===== src/rtl/core/async_event_request_matcher_macros.svh =====
`ifndef ASYNC_EVENT_REQUEST_MATCHER_MACROS_SVH
`define ASYNC_EVENT_REQUEST_MATCHER_MACROS_SVH

// Same-cycle implication, sampled on clk and held off during reset.
`define AERM_ASSERT_SAME(label, ante, cons, msg) \
    label: assert property (@(posedge clk) disable iff (!rst_n) (ante) |-> (cons)) \
        else $error(msg);

// Next-cycle implication, sampled on clk and held off during reset.
`define AERM_ASSERT_NEXT(label, ante, cons, msg) \
    label: assert property (@(posedge clk) disable iff (!rst_n) (ante) |=> (cons)) \
        else $error(msg);

`endif


===== src/rtl/core/aerm_pkg.sv =====
package aerm_pkg;

    localparam logic [1:0] OP_SUBMIT = 2'd0;
    localparam logic [1:0] OP_POST   = 2'd1;
    localparam logic [1:0] OP_ABORT  = 2'd2;

    localparam int ACT_W = 4;
    localparam logic [ACT_W-1:0] ACT_NONE        = 4'd0;
    localparam logic [ACT_W-1:0] ACT_SUB_MATCH   = 4'd1;
    localparam logic [ACT_W-1:0] ACT_SUB_QUEUE   = 4'd2;
    localparam logic [ACT_W-1:0] ACT_SUB_REJECT  = 4'd3;
    localparam logic [ACT_W-1:0] ACT_POST_MATCH  = 4'd4;
    localparam logic [ACT_W-1:0] ACT_POST_BUFFER = 4'd5;
    localparam logic [ACT_W-1:0] ACT_ABORT_EMPTY = 4'd6;
    localparam logic [ACT_W-1:0] ACT_ABORT_START = 4'd7;
    localparam logic [ACT_W-1:0] ACT_ABORT_POP   = 4'd8;
    localparam logic [ACT_W-1:0] ACT_NOP_RESULT  = 4'd9;

    localparam logic [3:0] MAX_RESULTS = 4'd8;
    localparam logic [2:0] TYPE_MASK   = 3'h7;
    localparam logic [7:0] BYTE_MASK   = 8'hFF;

    typedef struct packed {
        logic             capture;
        logic             load_out;
        logic [ACT_W-1:0] act;
    } cmd_t;

    typedef struct packed {
        logic [1:0] op;
        logic       id_empty;
        logic       id_full;
        logic       ev_empty;
        logic       emit_zero;
        logic       abort_last;
    } sts_t;

endpackage


===== src/rtl/core/aerm_ctrl.sv =====
`include "async_event_request_matcher_macros.svh"

module aerm_ctrl
(
    input  logic          clk,
    input  logic          rst_n,
    input  logic          item_valid,
    output logic          item_stall,
    output logic          result_valid,
    input  logic          result_stall,
    input  aerm_pkg::sts_t sts,
    output aerm_pkg::cmd_t cmd
);

    localparam logic [1:0] S_IDLE  = 2'd0;
    localparam logic [1:0] S_EXEC  = 2'd1;
    localparam logic [1:0] S_ABORT = 2'd2;

    logic [1:0] state_reg;
    logic [1:0] state_next;
    logic       out_valid_reg;
    logic       out_valid_next;
    logic       slot_free;

    always_ff @(posedge clk or negedge rst_n)
    begin
        if (!rst_n)
        begin
            state_reg     <= S_IDLE;
            out_valid_reg <= 1'b0;
        end
        else
        begin
            state_reg     <= state_next;
            out_valid_reg <= out_valid_next;
        end
    end

    assign slot_free    = !out_valid_reg || !result_stall;
    assign item_stall   = (state_reg != S_IDLE);
    assign result_valid = out_valid_reg;

    always_comb
    begin
        cmd        = '0;
        cmd.act    = aerm_pkg::ACT_NONE;
        state_next = state_reg;
        unique case (state_reg)
            S_IDLE:
            begin
                if (item_valid)
                begin
                    cmd.capture = 1'b1;
                    state_next  = S_EXEC;
                end
            end
            S_EXEC:
            begin
                if (slot_free)
                begin
                    cmd.load_out = 1'b1;
                    state_next   = S_IDLE;
                    unique case (sts.op)
                        aerm_pkg::OP_SUBMIT:
                        begin
                            if (!sts.ev_empty)
                                cmd.act = aerm_pkg::ACT_SUB_MATCH;
                            else if (sts.id_full)
                                cmd.act = aerm_pkg::ACT_SUB_REJECT;
                            else
                                cmd.act = aerm_pkg::ACT_SUB_QUEUE;
                        end
                        aerm_pkg::OP_POST:
                        begin
                            if (!sts.id_empty)
                                cmd.act = aerm_pkg::ACT_POST_MATCH;
                            else
                                cmd.act = aerm_pkg::ACT_POST_BUFFER;
                        end
                        aerm_pkg::OP_ABORT:
                        begin
                            if (sts.emit_zero)
                                cmd.act = aerm_pkg::ACT_ABORT_EMPTY;
                            else
                            begin
                                cmd.act      = aerm_pkg::ACT_ABORT_START;
                                cmd.load_out = 1'b0;
                                state_next   = S_ABORT;
                            end
                        end
                        default:
                            cmd.act = aerm_pkg::ACT_NOP_RESULT;
                    endcase
                end
            end
            S_ABORT:
            begin
                if (slot_free)
                begin
                    cmd.load_out = 1'b1;
                    cmd.act      = aerm_pkg::ACT_ABORT_POP;
                    if (sts.abort_last)
                        state_next = S_IDLE;
                end
            end
            default:
                state_next = S_IDLE;
        endcase
    end

    always_comb
    begin
        if (cmd.load_out)
            out_valid_next = 1'b1;
        else if (result_stall)
            out_valid_next = out_valid_reg;
        else
            out_valid_next = 1'b0;
    end

    `AERM_ASSERT_SAME(a_load_needs_slot, cmd.load_out, !out_valid_reg || !result_stall,
        "Result loaded over an untaken transfer.")
    `AERM_ASSERT_NEXT(a_accept_to_exec, state_reg == S_IDLE && item_valid,
        state_reg == S_EXEC, "Accepted transfer did not start execution.")
    `AERM_ASSERT_SAME(a_stall_when_busy, state_reg == S_ABORT, item_stall && !cmd.capture,
        "Input taken while an abort is emitting.")

endmodule


===== src/rtl/core/aerm_dp.sv =====
`include "async_event_request_matcher_macros.svh"

module aerm_dp
#(
    parameter int REQUEST_DEPTH = 8,
    parameter int EVENT_DEPTH   = 16
)
(
    input  logic           clk,
    input  logic           rst_n,
    input  aerm_pkg::cmd_t cmd,
    output aerm_pkg::sts_t sts,
    input  logic [1:0]     opcode,
    input  logic [15:0]    req_id,
    input  logic [2:0]     event_type,
    input  logic [7:0]     event_info,
    input  logic [7:0]     log_page,
    input  logic [3:0]     abort_limit,
    output logic           has_completion,
    output logic [15:0]    completed_id,
    output logic [23:0]    completion_word,
    output logic           completion_status,
    output logic           request_rejected,
    output logic           last,
    output logic [3:0]     waiting_ids,
    output logic [4:0]     buffered_events,
    output logic [3:0]     aborted_total
);

    localparam int RI_W = (REQUEST_DEPTH > 1) ? $clog2(REQUEST_DEPTH) : 1;
    localparam int RC_W = $clog2(REQUEST_DEPTH + 1);
    localparam int EI_W = (EVENT_DEPTH > 1) ? $clog2(EVENT_DEPTH) : 1;
    localparam int EC_W = $clog2(EVENT_DEPTH + 1);
    localparam logic [RC_W:0] RDEPTH = (RC_W + 1)'(REQUEST_DEPTH);
    localparam logic [EC_W:0] EDEPTH = (EC_W + 1)'(EVENT_DEPTH);
    localparam logic [RI_W-1:0] RLAST = RI_W'(REQUEST_DEPTH - 1);
    localparam logic [EI_W-1:0] ELAST = EI_W'(EVENT_DEPTH - 1);

    logic [15:0] id_mem [REQUEST_DEPTH];
    logic [18:0] ev_mem [EVENT_DEPTH];

    logic [RI_W-1:0] id_head_reg, id_head_next;
    logic [RC_W-1:0] id_count_reg, id_count_next;
    logic [EI_W-1:0] ev_head_reg, ev_head_next;
    logic [EC_W-1:0] ev_count_reg, ev_count_next;
    logic [3:0]      abort_left_reg, abort_left_next;
    logic [3:0]      total_reg, total_next;

    logic [1:0]  op_reg;
    logic [15:0] cid_reg;
    logic [2:0]  etype_reg;
    logic [7:0]  einfo_reg;
    logic [7:0]  elog_reg;
    logic [3:0]  limit_reg;
    logic [15:0] id_q_reg;
    logic [18:0] ev_q_reg;

    logic        has_reg, has_next;
    logic [15:0] cid_out_reg, cid_out_next;
    logic [23:0] word_reg, word_next;
    logic        status_reg, status_next;
    logic        rej_reg, rej_next;
    logic        last_reg, last_next;
    logic [3:0]  waiting_reg, waiting_next;
    logic [4:0]  buffered_reg, buffered_next;
    logic [3:0]  aborted_reg, aborted_next;

    logic            id_we;
    logic [RI_W-1:0] id_waddr;
    logic            ev_we;
    logic [EI_W-1:0] ev_waddr;
    logic [RC_W:0]   id_sum;
    logic [EC_W:0]   ev_sum;
    logic [RI_W-1:0] id_tail;
    logic [EI_W-1:0] ev_tail;
    logic [RI_W-1:0] id_head_inc;
    logic [EI_W-1:0] ev_head_inc;
    logic [7:0]      cnt_ext;
    logic [3:0]      cnt_cap;
    logic [3:0]      emit;
    logic            id_full;
    logic            ev_full;

    assign id_sum      = (RC_W + 1)'(id_head_reg) + (RC_W + 1)'(id_count_reg);
    assign ev_sum      = (EC_W + 1)'(ev_head_reg) + (EC_W + 1)'(ev_count_reg);
    assign id_tail     = (id_sum >= RDEPTH) ? RI_W'(id_sum - RDEPTH) : RI_W'(id_sum);
    assign ev_tail     = (ev_sum >= EDEPTH) ? EI_W'(ev_sum - EDEPTH) : EI_W'(ev_sum);
    assign id_head_inc = (id_head_reg == RLAST) ? '0 : id_head_reg + 1'b1;
    assign ev_head_inc = (ev_head_reg == ELAST) ? '0 : ev_head_reg + 1'b1;
    assign id_full     = ((RC_W + 1)'(id_count_reg) == RDEPTH);
    assign ev_full     = ((EC_W + 1)'(ev_count_reg) == EDEPTH);

    assign cnt_ext = 8'(id_count_reg);
    assign cnt_cap = (cnt_ext > 8'(aerm_pkg::MAX_RESULTS)) ? aerm_pkg::MAX_RESULTS
                                                          : cnt_ext[3:0];
    assign emit    = (limit_reg < cnt_cap) ? limit_reg : cnt_cap;

    assign sts.op         = op_reg;
    assign sts.id_empty   = (id_count_reg == '0);
    assign sts.id_full    = id_full;
    assign sts.ev_empty   = (ev_count_reg == '0);
    assign sts.emit_zero  = (emit == 4'd0);
    assign sts.abort_last = (abort_left_reg == 4'd1);

    always_comb
    begin
        id_head_next    = id_head_reg;
        id_count_next   = id_count_reg;
        ev_head_next    = ev_head_reg;
        ev_count_next   = ev_count_reg;
        abort_left_next = abort_left_reg;
        total_next      = total_reg;
        id_we           = 1'b0;
        id_waddr        = id_tail;
        ev_we           = 1'b0;
        ev_waddr        = ev_tail;
        has_next        = 1'b0;
        cid_out_next    = '0;
        word_next       = '0;
        status_next     = 1'b0;
        rej_next        = 1'b0;
        last_next       = 1'b1;
        aborted_next    = '0;
        unique case (cmd.act)
            aerm_pkg::ACT_NONE:
            begin
            end
            aerm_pkg::ACT_SUB_MATCH:
            begin
                ev_head_next  = ev_head_inc;
                ev_count_next = ev_count_reg - 1'b1;
                has_next      = 1'b1;
                cid_out_next  = cid_reg;
                word_next     = {ev_q_reg[18:11] & aerm_pkg::BYTE_MASK,
                                 ev_q_reg[10:3] & aerm_pkg::BYTE_MASK,
                                 5'd0, ev_q_reg[2:0] & aerm_pkg::TYPE_MASK};
            end
            aerm_pkg::ACT_SUB_QUEUE:
            begin
                id_we         = 1'b1;
                id_count_next = id_count_reg + 1'b1;
            end
            aerm_pkg::ACT_SUB_REJECT:
            begin
                rej_next = 1'b1;
            end
            aerm_pkg::ACT_POST_MATCH:
            begin
                id_head_next  = id_head_inc;
                id_count_next = id_count_reg - 1'b1;
                has_next      = 1'b1;
                cid_out_next  = id_q_reg;
                word_next     = {elog_reg, einfo_reg, 5'd0, etype_reg};
            end
            aerm_pkg::ACT_POST_BUFFER:
            begin
                ev_we = 1'b1;
                if (ev_full)
                begin
                    ev_waddr     = ev_head_reg;
                    ev_head_next = ev_head_inc;
                end
                else
                    ev_count_next = ev_count_reg + 1'b1;
            end
            aerm_pkg::ACT_ABORT_EMPTY:
            begin
                id_head_next  = '0;
                id_count_next = '0;
                aborted_next  = 4'(id_count_reg);
            end
            aerm_pkg::ACT_ABORT_START:
            begin
                abort_left_next = emit;
                total_next      = 4'(id_count_reg);
            end
            aerm_pkg::ACT_ABORT_POP:
            begin
                abort_left_next = abort_left_reg - 1'b1;
                has_next        = 1'b1;
                cid_out_next    = id_q_reg;
                status_next     = 1'b1;
                last_next       = (abort_left_reg == 4'd1);
                aborted_next    = total_reg;
                if (abort_left_reg == 4'd1)
                begin
                    id_head_next  = '0;
                    id_count_next = '0;
                end
                else
                    id_head_next = id_head_inc;
            end
            aerm_pkg::ACT_NOP_RESULT:
            begin
            end
            default:
            begin
            end
        endcase
        waiting_next  = (cmd.act == aerm_pkg::ACT_ABORT_POP) ? 4'd0 : 4'(id_count_next);
        buffered_next = 5'(ev_count_next);
    end

    always_ff @(posedge clk or negedge rst_n)
    begin
        if (!rst_n)
        begin
            id_head_reg    <= '0;
            id_count_reg   <= '0;
            ev_head_reg    <= '0;
            ev_count_reg   <= '0;
            abort_left_reg <= '0;
        end
        else
        begin
            id_head_reg    <= id_head_next;
            id_count_reg   <= id_count_next;
            ev_head_reg    <= ev_head_next;
            ev_count_reg   <= ev_count_next;
            abort_left_reg <= abort_left_next;
        end
    end

    always_ff @(posedge clk)
    begin
        total_reg <= total_next;
        if (cmd.capture)
        begin
            op_reg    <= opcode;
            cid_reg   <= req_id;
            etype_reg <= event_type;
            einfo_reg <= event_info;
            elog_reg  <= log_page;
            limit_reg <= abort_limit;
        end
        if (cmd.load_out)
        begin
            has_reg      <= has_next;
            cid_out_reg  <= cid_out_next;
            word_reg     <= word_next;
            status_reg   <= status_next;
            rej_reg      <= rej_next;
            last_reg     <= last_next;
            waiting_reg  <= waiting_next;
            buffered_reg <= buffered_next;
            aborted_reg  <= aborted_next;
        end
    end

    always_ff @(posedge clk)
    begin
        if (id_we)
            id_mem[id_waddr] <= cid_reg;
        id_q_reg <= id_mem[id_head_next];
    end

    always_ff @(posedge clk)
    begin
        if (ev_we)
            ev_mem[ev_waddr] <= {elog_reg, einfo_reg, etype_reg};
        ev_q_reg <= ev_mem[ev_head_next];
    end

    assign has_completion    = has_reg;
    assign completed_id      = cid_out_reg;
    assign completion_word   = word_reg;
    assign completion_status = status_reg;
    assign request_rejected  = rej_reg;
    assign last              = last_reg;
    assign waiting_ids       = waiting_reg;
    assign buffered_events   = buffered_reg;
    assign aborted_total     = aborted_reg;

    `AERM_ASSERT_SAME(a_counts_in_range, 1'b1,
        (RC_W + 1)'(id_count_reg) <= RDEPTH && (EC_W + 1)'(ev_count_reg) <= EDEPTH,
        "Ring count beyond its depth.")
    `AERM_ASSERT_NEXT(a_abort_clears_ids,
        cmd.act == aerm_pkg::ACT_ABORT_POP && abort_left_reg == 4'd1,
        id_count_reg == '0 && id_head_reg == '0, "Abort left ids waiting.")
    `AERM_ASSERT_SAME(a_pop_has_left, cmd.act == aerm_pkg::ACT_ABORT_POP,
        abort_left_reg != 4'd0 && id_count_reg != '0, "Abort pop with nothing left.")

endmodule


===== src/rtl/core/async_event_request_matcher.sv =====
// Matches event-request command ids against posted device events.
// Input channel: item_valid/item_stall carry opcode, req_id, event_type,
// event_info, log_page and abort_limit; a transfer happens when item_valid is
// high and item_stall is low. Output channel: result_valid/result_stall carry
// one result per transfer, and last marks the final result of an input.
// A submit or post registers its fields on transfer and is then decoded into
// a result; item_stall stays high until that result is loaded, so a new item
// is not taken before the last one is done. The result sits in an output
// register and the next item is taken while it waits. An abort first sets up
// its count and then emits one aborted completion per cycle while the output
// is not stalled (at most eight completions). The id and event rings are
// memories with a registered read port that follows the ring head.
// Reset clears both rings' heads and counts; ring contents are not cleared.
// When result_stall is high the result holds; the block still takes one more
// item and then keeps item_stall high until the waiting result is taken.
module async_event_request_matcher
#(
    parameter int REQUEST_DEPTH = 8,
    parameter int EVENT_DEPTH   = 16
)
(
    input  logic        clk,
    input  logic        rst_n,
    input  logic        item_valid,
    output logic        item_stall,
    input  logic [1:0]  opcode,
    input  logic [15:0] req_id,
    input  logic [2:0]  event_type,
    input  logic [7:0]  event_info,
    input  logic [7:0]  log_page,
    input  logic [3:0]  abort_limit,
    output logic        result_valid,
    input  logic        result_stall,
    output logic        has_completion,
    output logic [15:0] completed_id,
    output logic [23:0] completion_word,
    output logic        completion_status,
    output logic        request_rejected,
    output logic        last,
    output logic [3:0]  waiting_ids,
    output logic [4:0]  buffered_events,
    output logic [3:0]  aborted_total
);

    aerm_pkg::cmd_t cmd;
    aerm_pkg::sts_t sts;

    aerm_ctrl u_ctrl
    (
        .clk          (clk),
        .rst_n        (rst_n),
        .item_valid   (item_valid),
        .item_stall   (item_stall),
        .result_valid (result_valid),
        .result_stall (result_stall),
        .sts          (sts),
        .cmd          (cmd)
    );

    aerm_dp
    #(
        .REQUEST_DEPTH (REQUEST_DEPTH),
        .EVENT_DEPTH   (EVENT_DEPTH)
    )
    u_dp
    (
        .clk               (clk),
        .rst_n             (rst_n),
        .cmd               (cmd),
        .sts               (sts),
        .opcode            (opcode),
        .req_id            (req_id),
        .event_type        (event_type),
        .event_info        (event_info),
        .log_page          (log_page),
        .abort_limit       (abort_limit),
        .has_completion    (has_completion),
        .completed_id      (completed_id),
        .completion_word   (completion_word),
        .completion_status (completion_status),
        .request_rejected  (request_rejected),
        .last              (last),
        .waiting_ids       (waiting_ids),
        .buffered_events   (buffered_events),
        .aborted_total     (aborted_total)
    );

endmodule

===== config.mk =====
export PLATFORM = sky130hd
export DESIGN_NAME = async_event_request_matcher
export DESIGN_NICKNAME = d
export VERILOG_FILES = /design/src/rtl/core/aerm_pkg.sv /design/src/rtl/core/aerm_ctrl.sv /design/src/rtl/core/aerm_dp.sv /design/src/rtl/core/async_event_request_matcher.sv
export VERILOG_INCLUDE_DIRS = /design/src /design/src/rtl/core
export SDC_FILE = /design/constraint.sdc
export NUM_CORES = 1
export LEC_CHECK = 0
export BUFFER_PORTS_ARGS = -buffer_cell sky130_fd_sc_hd__buf_2
export CORE_AREA = 2 2 268 191
export DETAILED_ROUTE_END_ITERATION = 10
export DIE_AREA = 0 0 270 193
export RECOVER_POWER = 25
export SLEW_MARGIN = 20
export SYNTH_ARGS = -nofsm -noshare
export SYNTH_HDL_FRONTEND = slang
export SYNTH_SLANG_ARGS = --single-unit

===== constraint.sdc =====
create_clock -name clk -period 7.7 [get_ports clk]
set_input_delay 0.77 -clock clk [delete_from_list [all_inputs] [get_ports clk]]
set_output_delay 0.77 -clock clk [all_outputs]
set_load 0.02 [all_outputs]

==> run metrics <==
post-synthesis mux area share 3.40%; Largest regs u_dp.ev_mem (304), u_dp.id_mem (128); hold_buf cts 0; Synth Area in XOR/XNOR 0.380%; CP Data Required Time 8.16 ns; largest area contributor in the netlist edfxtp_1; H-tree depth 2; Mapped Cells 1,515; layout cells sized above 1 15.5%; Worst setup SP type flop; CORE AREA 0.0498 mm2; max-slew violation count 0; Leak 9.01 nW; maximum vdd drop 0.000499 V; Hold Path Class primary input to flop; area of the multi-input gates 0.00554 mm2; RSZ-0062 raised after global routing false; initial antenna violation count 0; Synth Area in Simple Gates 7.97%; crit path time final 5.41 ns; IO Port Bufs 98; synth unique cells 76; Final Cycle Share 70.2%; Final nets 1,702; CP Cell Sequence inv_1 -> nand2_1 -> ha_1 -> o211ai_2 -> o221ai_1 -> a31oi_2 -> o31a_1 -> nand3_1 -> and2_4 -> inv_6 -> buf_4 -> mux2i_1 -> a221oi_1 -> or4_1; post-cts resize count 0; Max FO, Critical Path 105; first-pass GRT wire length 81,800 um; pwr/cell area 426 mW/mm2; clock latency on the worst-skew pair 0.62 ns; worst reg-to-reg setup slack 2.29 ns; synth top area cells edfxtp_1, nand2_1, mux2i_1; GRT overflow 0; Fin Hold WS 0.324 ns; Setup violations, final 0; Setup TNS 0 ns; clk root buf clkbuf_16; Inserted Clock Buffers 54; register area 0.0172 mm2; largest family of logic cells by synthesized area compound AO/OA/AOI/OAI gates; TritonCTS Sinks 587; Initial Util 46.2%; # fillers 4,093; actual slew at the worst max-slew pin 1.47 ns; synthesized area 0.0230 mm2; post-synthesis compound-gate area fraction 10.0%; Worst-path clk slew 0.07 ns; wire length per cell 23.3 um; max reg flops 304; RD Place Congestion 0.828; Rows 69; Max Cap Viol 0; Final Hold Fails 0; deepest clock path buffer count 3; CP Class flop to flop; Crit-path slowest cell buf_4; Die Area 0.0521 mm2; via count 13,500; num ports 104; Post-synth EDFFs 529; drt first pass iters 6; asr flop ratio synth 3.92%; max frequency 185 MHz; vias in the first global route 13,000; Layout area overhead 13.9%; drt drc 0; CTS tree done; outcome finished clean; n_diodes 0; Setup Buffers After CTS 0; Adder-Cell Fraction of Synth Area 1.51%; ANT nets after route 0; Avg Cell Area, Syn 15.2 um2; worst rel slew slack 1.75%; Biggest register u_dp.ev_mem; post-synthesis register bit count 587; Crit path largest cell delay 0.67 ns; Most used DFF post-synth edfxtp_1; drt initial violations 1,347; Die X 270 um; top cell type's share of synthesized area 69.0%; routed vias/inst 5.73; Arr. time, crit path 5.87 ns; All-Layer GR Usage 20.9%; die height 193 um; DRT Wirelength 54,800 um; pin count of the biggest net entering global routing 106; sequential area share after synthesis 74.5%; Setup crit end kind flop; Ys Warns 0; hpwl dp 30,400 um; Worst Skew 0.0326 ns
-- power by group --
part           leakage [nW]  total [W]  switching [W]  internal (W)
clock network         0.884    0.00275        0.00114       0.00161
logic                  2.76    0.00403        0.00268       0.00135
registers              5.36    0.00441       0.000332       0.00408
total                  9.01     0.0112        0.00416       0.00703
-- metrics by stage --
step	std cells	utilization (%)	instance area (um2)	total power [W]	setup WS, ns
finish	2349	52.7	26200	0.0112	2.29
global route	2349	52.7	26200	0.0118	1.92
CTS	2349	52.7	26300	0.0112	2.36
detailed placement	2249	49.1	24400	0.00849	2.37
global placement	2249	49.1	24400	0.00843	2.50
floorplan	1519	-	23100	0.00728	1.73
-- cells in the final DEF, fill, tap and decap left out, types with 6 or more instances in the layout --
cell type,count
a21oi_1,111
a221oi_1,76
a22o_1,36
a32oi_1,17
and2_1,7
and3_1,18
buf_2,92
buf_4,39
bufinv_16,7
clkbuf_1,25
clkbuf_16,55
clkbuf_8,6
clkinv_2,7
dfrtp_1,23
dfxtp_1,35
edfxtp_1,529
ha_1,23
inv_1,23
mux2i_1,75
nand2_1,223
nand3_1,42
nor2_1,24
nor3_1,8
nor3_2,8
nor3b_2,8
o21ai_0,20
or4_1,19
xnor2_1,7
-- synth_stat cells (3+ instances only) --
master / number
nand3_1: 42
a32oi_1: 17
ha_1: 23
or3_1: 3
or4_1: 19
o21ai_1: 3
nand2b_1: 5
buf_6: 5
o21ai_0: 20
a32o_1: 5
a21oi_1: 112
inv_1: 23
and2_1: 9
buf_4: 10
xnor2_1: 8
nor3_1: 15
clkbuf_1: 39
buf_1: 4
a31oi_1: 4
nand2_1: 223
a22o_1: 36
fa_1: 3
edfxtp_1: 529
and3_1: 18
dfrtp_1: 23
dfxtp_1: 35
o211ai_1: 4
a221oi_1: 76
nor3b_1: 13
mux2i_1: 76
buf_2: 25
nor2_1: 29
-- cells by family after synthesis --
kind of cell,count (synthesis)
XOR/XNOR,10
buffers and inverters,108
flip-flops,587
other,1
multiplexers,77
adder cells (fa/ha/maj),26
AND/OR/NAND/NOR,393
AO/OA/AOI/OAI,313
-- worst paths after layout --
check / startpoint / endpoint / cells past startpoint
max in group asynchronous: rst_n / u_dp.id_head_reg[1] / 1
hold / removal: abort_limit[2] / u_dp.limit_reg[2] / 1
setup / recovery: u_dp.id_count_reg[3] / u_dp.ev_q_reg[6] / 14
setup reg to reg: u_dp.id_count_reg[3] / u_dp.ev_q_reg[6] / 14
hold reg to reg: u_dp.id_q_reg[15] / u_dp.completed_id[15] / 1
min in group asynchronous: rst_n / u_dp.ev_count_reg[0] / 1
-- cell type report --
cell class | count | area share (%)
sequential | 587 | 65.4
multi-input combinational | 824 | 21.1
clock buffer | 78 | 5.80
tap | 674 | 3.21
timing repair buffer | 139 | 2.98
clock inverter | 22 | 1.10
inverter | 25 | 0.386
-- layer usage --
metal  vias up  wire length (um)  GRT usage [%]
met5         -                 0              0
met4         0              1030           5.38
met3        82              3760           3.53
met2       441             25000           32.7
met1      6839             25000           30.7
li1       6097                 -              -
-- worst max-delay path, delay by kind of cell, from the launching register on --
family / cells / cell delay, ns
simple gates: 4 / 1.06
mux: 1 / 0.28
buf+inv: 3 / 1.63
fa+ha+maj: 1 / 0.31
flops: 1 / 0.48
compound gates: 5 / 1.34
No activity file was read; power rests on OpenSTA's default activity.
